--- src/hw/rtl/okvt_pkg.sv ---
// shared types, operation codes and default sizes for the ordered key/value table
`default_nettype none
package okvt_pkg;

  // default table geometry
  localparam int ENTRIES_DEF   = 16;
  localparam int KEY_BITS_DEF  = 32;
  localparam int DATA_BITS_DEF = 32;

  // fixed field widths on the ports
  localparam int OP_W    = 2;
  localparam int KEY_W   = 32;
  localparam int DATA_W  = 32;
  localparam int COUNT_W = 5;

  // operation codes
  localparam logic [OP_W-1:0] OP_INSERT = 2'd0;
  localparam logic [OP_W-1:0] OP_LOOKUP = 2'd1;
  localparam logic [OP_W-1:0] OP_REMOVE = 2'd2;

  // request word
  typedef struct packed {
    logic [OP_W-1:0]   operation;
    logic [KEY_W-1:0]  key;
    logic [DATA_W-1:0] data;
  } req_word_t;

  // response word
  typedef struct packed {
    logic                status;
    logic                found;
    logic [DATA_W-1:0]   data_out;
    logic [COUNT_W-1:0]  entries_used;
  } rsp_word_t;

endpackage
`default_nettype wire

--- src/hw/rtl/okvt_mem.sv ---
// entry store: one write port and one registered read port
`default_nettype none
module okvt_mem #(
  parameter int DEPTH = okvt_pkg::ENTRIES_DEF,
  parameter int WIDTH = okvt_pkg::KEY_BITS_DEF + okvt_pkg::DATA_BITS_DEF,
  parameter int AW    = (DEPTH > 1) ? $clog2(DEPTH) : 1
) (
  input  wire logic             clk,
  input  wire logic             wr_en,
  input  wire logic [AW-1:0]    wr_addr,
  input  wire logic [WIDTH-1:0] wr_data,
  input  wire logic             rd_en,
  input  wire logic [AW-1:0]    rd_addr,
  output logic      [WIDTH-1:0] rd_data
);
  import okvt_pkg::*;

  logic [WIDTH-1:0] mem [DEPTH];

  // write port
  always_ff @(posedge clk) begin
    if (wr_en) begin
      mem[wr_addr] <= wr_data;
    end
  end

  // read port, registered
  always_ff @(posedge clk) begin
    if (rd_en) begin
      rd_data <= mem[rd_addr];
    end
  end

endmodule
`default_nettype wire

--- src/hw/rtl/ordered_key_value_table_core.sv ---
// Ordered key/value table: insertion-ordered association list held in one
// synchronous memory, scanned one entry per cycle.
//
// Usage: a request word (operation, key, data) is taken on req when
// req_valid and req_ready are high; exactly one response word is offered on
// rsp with rsp_valid until rsp_ready takes it. Insert appends at the tail or
// reports full, lookup returns the data of the oldest entry with an equal
// key, remove deletes all equal keys and compacts the rest in order.
// Insert and the unused code go from the execute state straight to the done
// state. Lookup and remove scan the N entries held (lookup stops early at its
// first hit): the scan issues one memory read per cycle and the compare runs
// in the cycle after each read, on the registered read data; remove writes
// survivors back behind the read pointer in the same pass. One request is in
// work at a time; a new request is taken as soon as the previous response is
// loaded into the output register, even while that response is still held.
// A stalled receiver holds the output register and the finished result waits
// in the done state. Reset empties the table (entry count zero) with no
// clearing pass; entries beyond the count are never read.
`default_nettype none
module ordered_key_value_table_core #(
  parameter int ENTRIES   = okvt_pkg::ENTRIES_DEF,
  parameter int KEY_BITS  = okvt_pkg::KEY_BITS_DEF,
  parameter int DATA_BITS = okvt_pkg::DATA_BITS_DEF
) (
  input  wire logic                clk,
  input  wire logic                rst,
  input  wire logic                req_valid,
  output logic                     req_ready,
  input  wire okvt_pkg::req_word_t req,
  output logic                     rsp_valid,
  input  wire logic                rsp_ready,
  output okvt_pkg::rsp_word_t      rsp
);
  import okvt_pkg::*;

  localparam int IDX_W = (ENTRIES > 1) ? $clog2(ENTRIES) : 1;
  localparam int CNT_W = $clog2(ENTRIES + 1);
  localparam int ENT_W = KEY_BITS + DATA_BITS;

  // sequencer states
  localparam logic [1:0] S_IDLE = 2'd0;
  localparam logic [1:0] S_EXEC = 2'd1;
  localparam logic [1:0] S_SCAN = 2'd2;
  localparam logic [1:0] S_DONE = 2'd3;

  logic [1:0]           state, state_next;
  logic [CNT_W-1:0]     count, count_next;
  logic [CNT_W-1:0]     rd_idx, rd_idx_next;
  logic [CNT_W-1:0]     wr_idx, wr_idx_next;
  logic                 chk_valid, chk_valid_next;
  logic                 res_status, res_status_next;
  logic                 res_found, res_found_next;
  logic [DATA_W-1:0]    res_dout, res_dout_next;
  logic [OP_W-1:0]      op;
  logic [KEY_W-1:0]     op_key;
  logic [DATA_W-1:0]    op_data;
  logic                 rsp_load;

  logic                 mem_we, mem_re;
  logic [IDX_W-1:0]     mem_waddr, mem_raddr;
  logic [ENT_W-1:0]     mem_wdata, mem_rdata;

  logic [63:0]          key64, data64, rdata64;
  logic [KEY_BITS-1:0]  key_s, rd_key;
  logic [DATA_BITS-1:0] data_s, rd_dat;
  logic                 scan_more, hit;
  logic [31:0]          count32;

  // request register
  always_ff @(posedge clk) begin
    if (req_valid && req_ready) begin
      op      <= req.operation;
      op_key  <= req.key;
      op_data <= req.data;
    end
  end

  // stored widths of key and data
  assign key64   = {32'b0, op_key};
  assign data64  = {32'b0, op_data};
  assign key_s   = key64[KEY_BITS-1:0];
  assign data_s  = data64[DATA_BITS-1:0];
  assign rd_key  = mem_rdata[ENT_W-1:DATA_BITS];
  assign rd_dat  = mem_rdata[DATA_BITS-1:0];
  assign rdata64 = 64'(rd_dat);
  assign hit     = (rd_key == key_s);
  assign scan_more = (rd_idx < count);

  assign req_ready = (state == S_IDLE);

  // sequencer
  always_comb begin
    state_next      = state;
    count_next      = count;
    rd_idx_next     = rd_idx;
    wr_idx_next     = wr_idx;
    chk_valid_next  = chk_valid;
    res_status_next = res_status;
    res_found_next  = res_found;
    res_dout_next   = res_dout;
    rsp_load        = 1'b0;
    mem_we          = 1'b0;
    mem_re          = 1'b0;
    mem_waddr       = count[IDX_W-1:0];
    mem_wdata       = {key_s, data_s};
    mem_raddr       = rd_idx[IDX_W-1:0];
    case (state)
      S_IDLE: begin
        if (req_valid) begin
          state_next = S_EXEC;
        end
      end
      S_EXEC: begin
        res_status_next = 1'b0;
        res_found_next  = 1'b0;
        res_dout_next   = '0;
        rd_idx_next     = '0;
        wr_idx_next     = '0;
        chk_valid_next  = 1'b0;
        case (op)
          OP_INSERT: begin
            if (count >= CNT_W'(ENTRIES)) begin
              res_status_next = 1'b1;
            end else begin
              mem_we     = 1'b1;
              count_next = count + CNT_W'(1);
            end
            state_next = S_DONE;
          end
          OP_LOOKUP, OP_REMOVE: begin
            state_next = S_SCAN;
          end
          default: begin
            state_next = S_DONE;
          end
        endcase
      end
      S_SCAN: begin
        // read one entry ahead of the compare
        mem_re         = scan_more;
        chk_valid_next = scan_more;
        if (scan_more) begin
          rd_idx_next = rd_idx + CNT_W'(1);
        end
        // compare the entry read last cycle
        if (chk_valid) begin
          if (op == OP_LOOKUP) begin
            if (hit) begin
              res_found_next = 1'b1;
              res_dout_next  = rdata64[DATA_W-1:0];
              chk_valid_next = 1'b0;
              state_next     = S_DONE;
            end
          end else if (hit) begin
            res_found_next = 1'b1;
          end else begin
            // keep survivor, compacted behind the read pointer
            mem_we      = 1'b1;
            mem_waddr   = wr_idx[IDX_W-1:0];
            mem_wdata   = mem_rdata;
            wr_idx_next = wr_idx + CNT_W'(1);
          end
        end
        if (!scan_more && !chk_valid) begin
          if (op == OP_REMOVE) begin
            count_next = wr_idx;
          end
          state_next = S_DONE;
        end
      end
      S_DONE: begin
        if (!rsp_valid || rsp_ready) begin
          rsp_load   = 1'b1;
          state_next = S_IDLE;
        end
      end
      default: begin
        state_next = S_IDLE;
      end
    endcase
  end

  // control registers
  always_ff @(posedge clk) begin
    if (rst) begin
      state     <= S_IDLE;
      count     <= '0;
      chk_valid <= 1'b0;
      rsp_valid <= 1'b0;
    end else begin
      state     <= state_next;
      count     <= count_next;
      chk_valid <= chk_valid_next;
      if (rsp_load) begin
        rsp_valid <= 1'b1;
      end else if (rsp_ready) begin
        rsp_valid <= 1'b0;
      end
    end
  end

  // scan pointers and result fields
  always_ff @(posedge clk) begin
    rd_idx     <= rd_idx_next;
    wr_idx     <= wr_idx_next;
    res_status <= res_status_next;
    res_found  <= res_found_next;
    res_dout   <= res_dout_next;
  end

  // output register
  assign count32 = 32'(count);
  always_ff @(posedge clk) begin
    if (rsp_load) begin
      rsp.status       <= res_status;
      rsp.found        <= res_found;
      rsp.data_out     <= res_dout;
      rsp.entries_used <= count32[COUNT_W-1:0];
    end
  end

  okvt_mem #(
    .DEPTH (ENTRIES),
    .WIDTH (ENT_W),
    .AW    (IDX_W)
  ) u_mem (
    .clk     (clk),
    .wr_en   (mem_we),
    .wr_addr (mem_waddr),
    .wr_data (mem_wdata),
    .rd_en   (mem_re),
    .rd_addr (mem_raddr),
    .rd_data (mem_rdata)
  );

  // entry count stays within the table
  a_count_bound: assert property (@(posedge clk) disable iff (rst)
    count <= CNT_W'(ENTRIES))
    else $error("entry count beyond table size");

  // compaction writes only slots already read
  a_write_behind: assert property (@(posedge clk) disable iff (rst)
    (mem_we && state == S_SCAN) |-> (wr_idx < rd_idx))
    else $error("compaction write ahead of read pointer");

  // an accepted word starts execution next cycle
  a_accept_exec: assert property (@(posedge clk) disable iff (rst)
    (req_valid && req_ready) |=> (state == S_EXEC))
    else $error("accepted word did not start");

  // a loaded response is offered next cycle
  a_rsp_offer: assert property (@(posedge clk) disable iff (rst)
    rsp_load |=> (rsp_valid && state == S_IDLE))
    else $error("response not offered after load");

endmodule
`default_nettype wire

--- config.mk ---
export PLATFORM = sky130hd
export DESIGN_NAME = ordered_key_value_table_core
export DESIGN_NICKNAME = d
export VERILOG_FILES = /design/src/hw/rtl/okvt_pkg.sv /design/src/hw/rtl/okvt_mem.sv /design/src/hw/rtl/ordered_key_value_table_core.sv
export SDC_FILE = /design/constraint.sdc
export NUM_CORES = 1
export LEC_CHECK = 0
export ABC_AREA = 1
export BUFFER_PORTS_ARGS = -buffer_cell sky130_fd_sc_hd__buf_2
export CAP_MARGIN = 40
export CORE_ASPECT_RATIO = 1.5
export CORE_MARGIN = 4
export CORE_UTILIZATION = 56
export DETAILED_ROUTE_END_ITERATION = 12
export PLACE_DENSITY_LB_ADDON = 0.25
export SYNTH_ARGS = -nofsm -noshare
export SYNTH_HDL_FRONTEND = slang
export SYNTH_SLANG_ARGS = --single-unit
--- constraint.sdc ---
create_clock -name clk -period 4.7 [get_ports clk]
set_input_delay 0.47 -clock clk [delete_from_list [all_inputs] [get_ports clk]]
set_output_delay 0.47 -clock clk [all_outputs]
set_load 0.01 [all_outputs]
==> flow_metrics.tcl <==
set metrics [dict create \
    crit_chain "xnor2_1, nand2_1, nor2_1, nand2_1, nor2_2, nand2_2, nand2_4, nand2_1, nand2_2, nand3_2, nor2_4, buf_12" \
    synth_nets 3519 \
    r2r-start "key_s[3]" \
    area_delta_synth_final_pct 12.8 \
    pin_count 111 \
    clock-root-buffer "clkbuf_16" \
    io_buffers 110 \
    cts_buffer_depth 3 \
    dp_cells 4539 \
    drive_gt1_share_pct 10.4 \
    cts_buffers 111 \
    fin_crit_sh_pct 75.8 \
    via_count 29600 \
    cp_max_fo 52 \
    post_cts_buffers 0 \
    tritoncts "yes" \
    intPower_mw 21.1 \
    nets 3665 \
    finalClockSkew_ns 0.0293 \
    grt_max_degree 253 \
    critPathKind "flip-flop to flip-flop" \
    die_w_um 249 \
    grt_pass1_wl_um 179000 \
    gr-max-usage-layer "met2" \
    avgRoutedWirePerCell_um 24.6 \
    finalWirelength_um 119000 \
    ys_types 33 \
    ys_top_cells_by_count "1237 x edfxtp_1, 610 x nor2_1, 355 x nand2_1, 279 x o21ai_0, 166 x nand3_1" \
    final_hold_viol_count 0 \
    cts.repair.resized 0 \
    final_area_mm2 0.0549 \
    min-delay-start "rsp_ready" \
    cts.clk_slew.worst_paths_ns 0.06 \
    rsz0062_at_grt "no" \
    whs_endpoint "rsp_valid" \
    ir_drop_v 0.000522 \
    power_frac_seq_pct 44.8 \
    core-area_mm2 0.0862 \
    synth_area_per_cell_um2 14.2 \
    ys_seq_area_share_pct 76.7 \
    timing.rr.end "u_mem.mem[3][46]" \
    tns_ns 0 \
    crit_top_cell "nand2_1" \
    grt_pass1_vias 30100 \
    die_h_um 369 \
    grt_overflow 0 \
    pwr-share-clk_pct 28.2 \
    htreeDepth 3 \
    worstRegToRegCells 12 \
    switching_share_pct 32.7 \
    first_pass_iters 6 \
    grt_util_met1_pct 31.1 \
    rows 132 \
    cp-start-kind "flip-flop" \
    synth_edf_count 1237 \
    fillerInstances 6210 \
    clk_latency_ns 0.71 \
    drc_errors 0 \
    drtAntennaViolNets 0 \
    via_per_inst 6.15 \
    finish.utilization_pct 63.7 \
    place_hpwl_um 66300 \
    slew_viol_final 0 \
    antenna_cells 0 \
    cp-end-kind "flip-flop" \
    synthTopCellsByArea "edfxtp_1 76%, nor2_1 4.7%, o21ai_0 2.9%, o32ai_1 2.8%, nand2_1 2.7%" \
    grt_util_met2_pct 45.8 \
    slowest_stage "nor2_4" \
    cap_violations 0 \
    synth_most_common_cell "edfxtp_1" \
    p_leak_nw 18.5 \
    yosys_warnings 0 \
    grtUsageTotal_pct 25.4 \
    fp.dieArea_mm2 0.0918 \
    synth-seq-cells 1246 \
    cts_sinks 1246 \
    grt_use_met3_pct 2.53 \
    antenna_found_initial 0 \
    p_comb_share_pct 27.0 \
    post_dp_cell_area_mm2 0.0507 \
    p_sw_mw 10.3 \
    regToRegSetupSlack_ns 1.14 \
    max_stage_delay_ns 0.47 \
    postSynthCellCount 3434 \
    cp.required_ns 5.05 \
    synth_flop_cell "edfxtp_1" \
    gp_congestion 0.843 \
    fin_crit_ns 3.56 \
    fin_total_pwr_mw 31.4 \
    start_util_pct 56.4 \
    status "finished, final reports clean" \
    synth-async-reset-ratio_pct 0 \
    netlist.area_leader.share_pct 76.3 \
    synth_area_leader_cell "edfxtp_1" \
    relSlewSlack_pct 18.7 \
    finalNonFillerCells 4812 \
    tightest_slew_ns 1.22 \
    dr.first_iter.drc_count 3028 \
    hold_path.class "input port to flip-flop" \
    hold_depth 4 \
    synth_area_mm2 0.0487 \
    power_density_mw_per_mm2 571 \
    finalSetupViolations 0 \
    arrival_ns 3.91 \
    fmax_ghz 0.281 \
]
==> worst max-delay path by stage <==
stage | startpoint | to | depth (start not counted)
after global placement | key_s[0] | u_mem.mem[15][21] | 14
after global routing | state[0] | u_mem.mem[15][29] | 10
after CTS | key_s[3] | u_mem.mem[15][29] | 12
after floorplan | state[0] | u_mem.mem[0][0] | 12
after detailed placement | state[0] | u_mem.mem[15][21] | 10
final | key_s[3] | u_mem.mem[3][46] | 12
==> sequential cells by signal (all words and copies together), names as in the netlist <==
signal	cells
u_mem.rd_data	64
wr_idx	5
res_found	1
chk_valid	1
u_mem.mem	1024
rsp_valid	1
rd_idx	5
state	2
key_s	32
count	5
res_dout	32
rsp	39
res_status	1
op	2
data_s	32
==> power groups by stage <==
stage / logic (mW) / clock network (mW) / registers, mW
after detailed placement: 8.39 / 0 / 14.3
after global placement: 8.07 / 0 / 14.3
after floorplan: 5.59 / 0 / 14.2
final: 8.46 / 8.86 / 14.0
after CTS: 8.49 / 9.00 / 14.0
after global routing: 9.25 / 9.46 / 14.1
==> metal layers <==
metal  vias to the layer above  wire (um)  share of wire (%)
li1                      13100          -                  -
met1                     15000      44000                 37
met2                      1229      62800                 53
met3                       287       6650                5.6
met4                         0       5060                4.3
met5                         -          0                  0
==> placed cells by master (no fill, tap or decap), types with 3 or more instances in the layout <==
cell type,n
clkinvlp_4,5
edfxtp_1,1237
clkinv_1,35
nand3_1,166
nor2_1,593
xor2_1,4
inv_2,3
o21ai_0,278
clkinv_2,15
buf_2,111
inv_1,78
ha_1,14
o211ai_1,29
nand3_2,4
dfxtp_1,9
dlygate4sd3_1,67
bufinv_16,10
o221ai_1,100
buf_4,52
nand2_2,14
a21oi_1,13
clkinv_4,5
nand2_1,355
nor2_4,18
clkbuf_1,24
mux2i_1,99
o32ai_1,157
xnor2_1,24
clkbuf_16,113
buf_12,20
==> final cells by class <==
type,count,area (um^2),share of cell area [%]
multi-input cells,1883,10200,18.6
clock buffers,137,2920,5.31
flip-flops and latches,1246,37300,68.0
well taps,1139,1430,2.60
repair buffers,253,2090,3.80
inverters,85,329,0.599
clock inverters,69,614,1.12
==> worst max-delay path: cells and delay by family, from the launching register on <==
family	cells	cell delay, ns
AND/OR/NAND/NOR	10	2.08
flip-flops	1	0.44
buffers and inverters	1	0.42
XOR/XNOR	1	0.19
==> through the flow <==
stage / setup slack, ns / hold WS (ns)
4_1_cts: 1.14 / 0.0627
3_5_place_dp: 1.18 / 0.406
3_3_place_gp: 1.23 / 0.401
2_1_floorplan: 0.00947 / 0.400
6_report: 1.14 / 0.107
5_1_grt: 0.938 / 0.128
==> cell families (layout without fill, tap and decap cells) <==
kind of cell / Yosys count / count (layout) / synth area share [%]
compound gates: 583 / 583 / 8.17
fa+ha+maj: 15 / 15 / 0.386
simple gates: 1158 / 1158 / 9.53
mux: 99 / 99 / 2.04
flops: 1246 / 1246 / 76.7
buf+inv: 305 / 544 / 2.67
xor+xnor: 28 / 28 / 0.504
==> what timing repair did <==
| item | CTS | global route |
|---|---|---|
| endpoints found under the setup margin | 0 | 0 |
| endpoints found under the hold margin | 67 | 0 |
| hold buffers | 67 | 0 |
No activity file was read; power rests on OpenSTA's default activity.
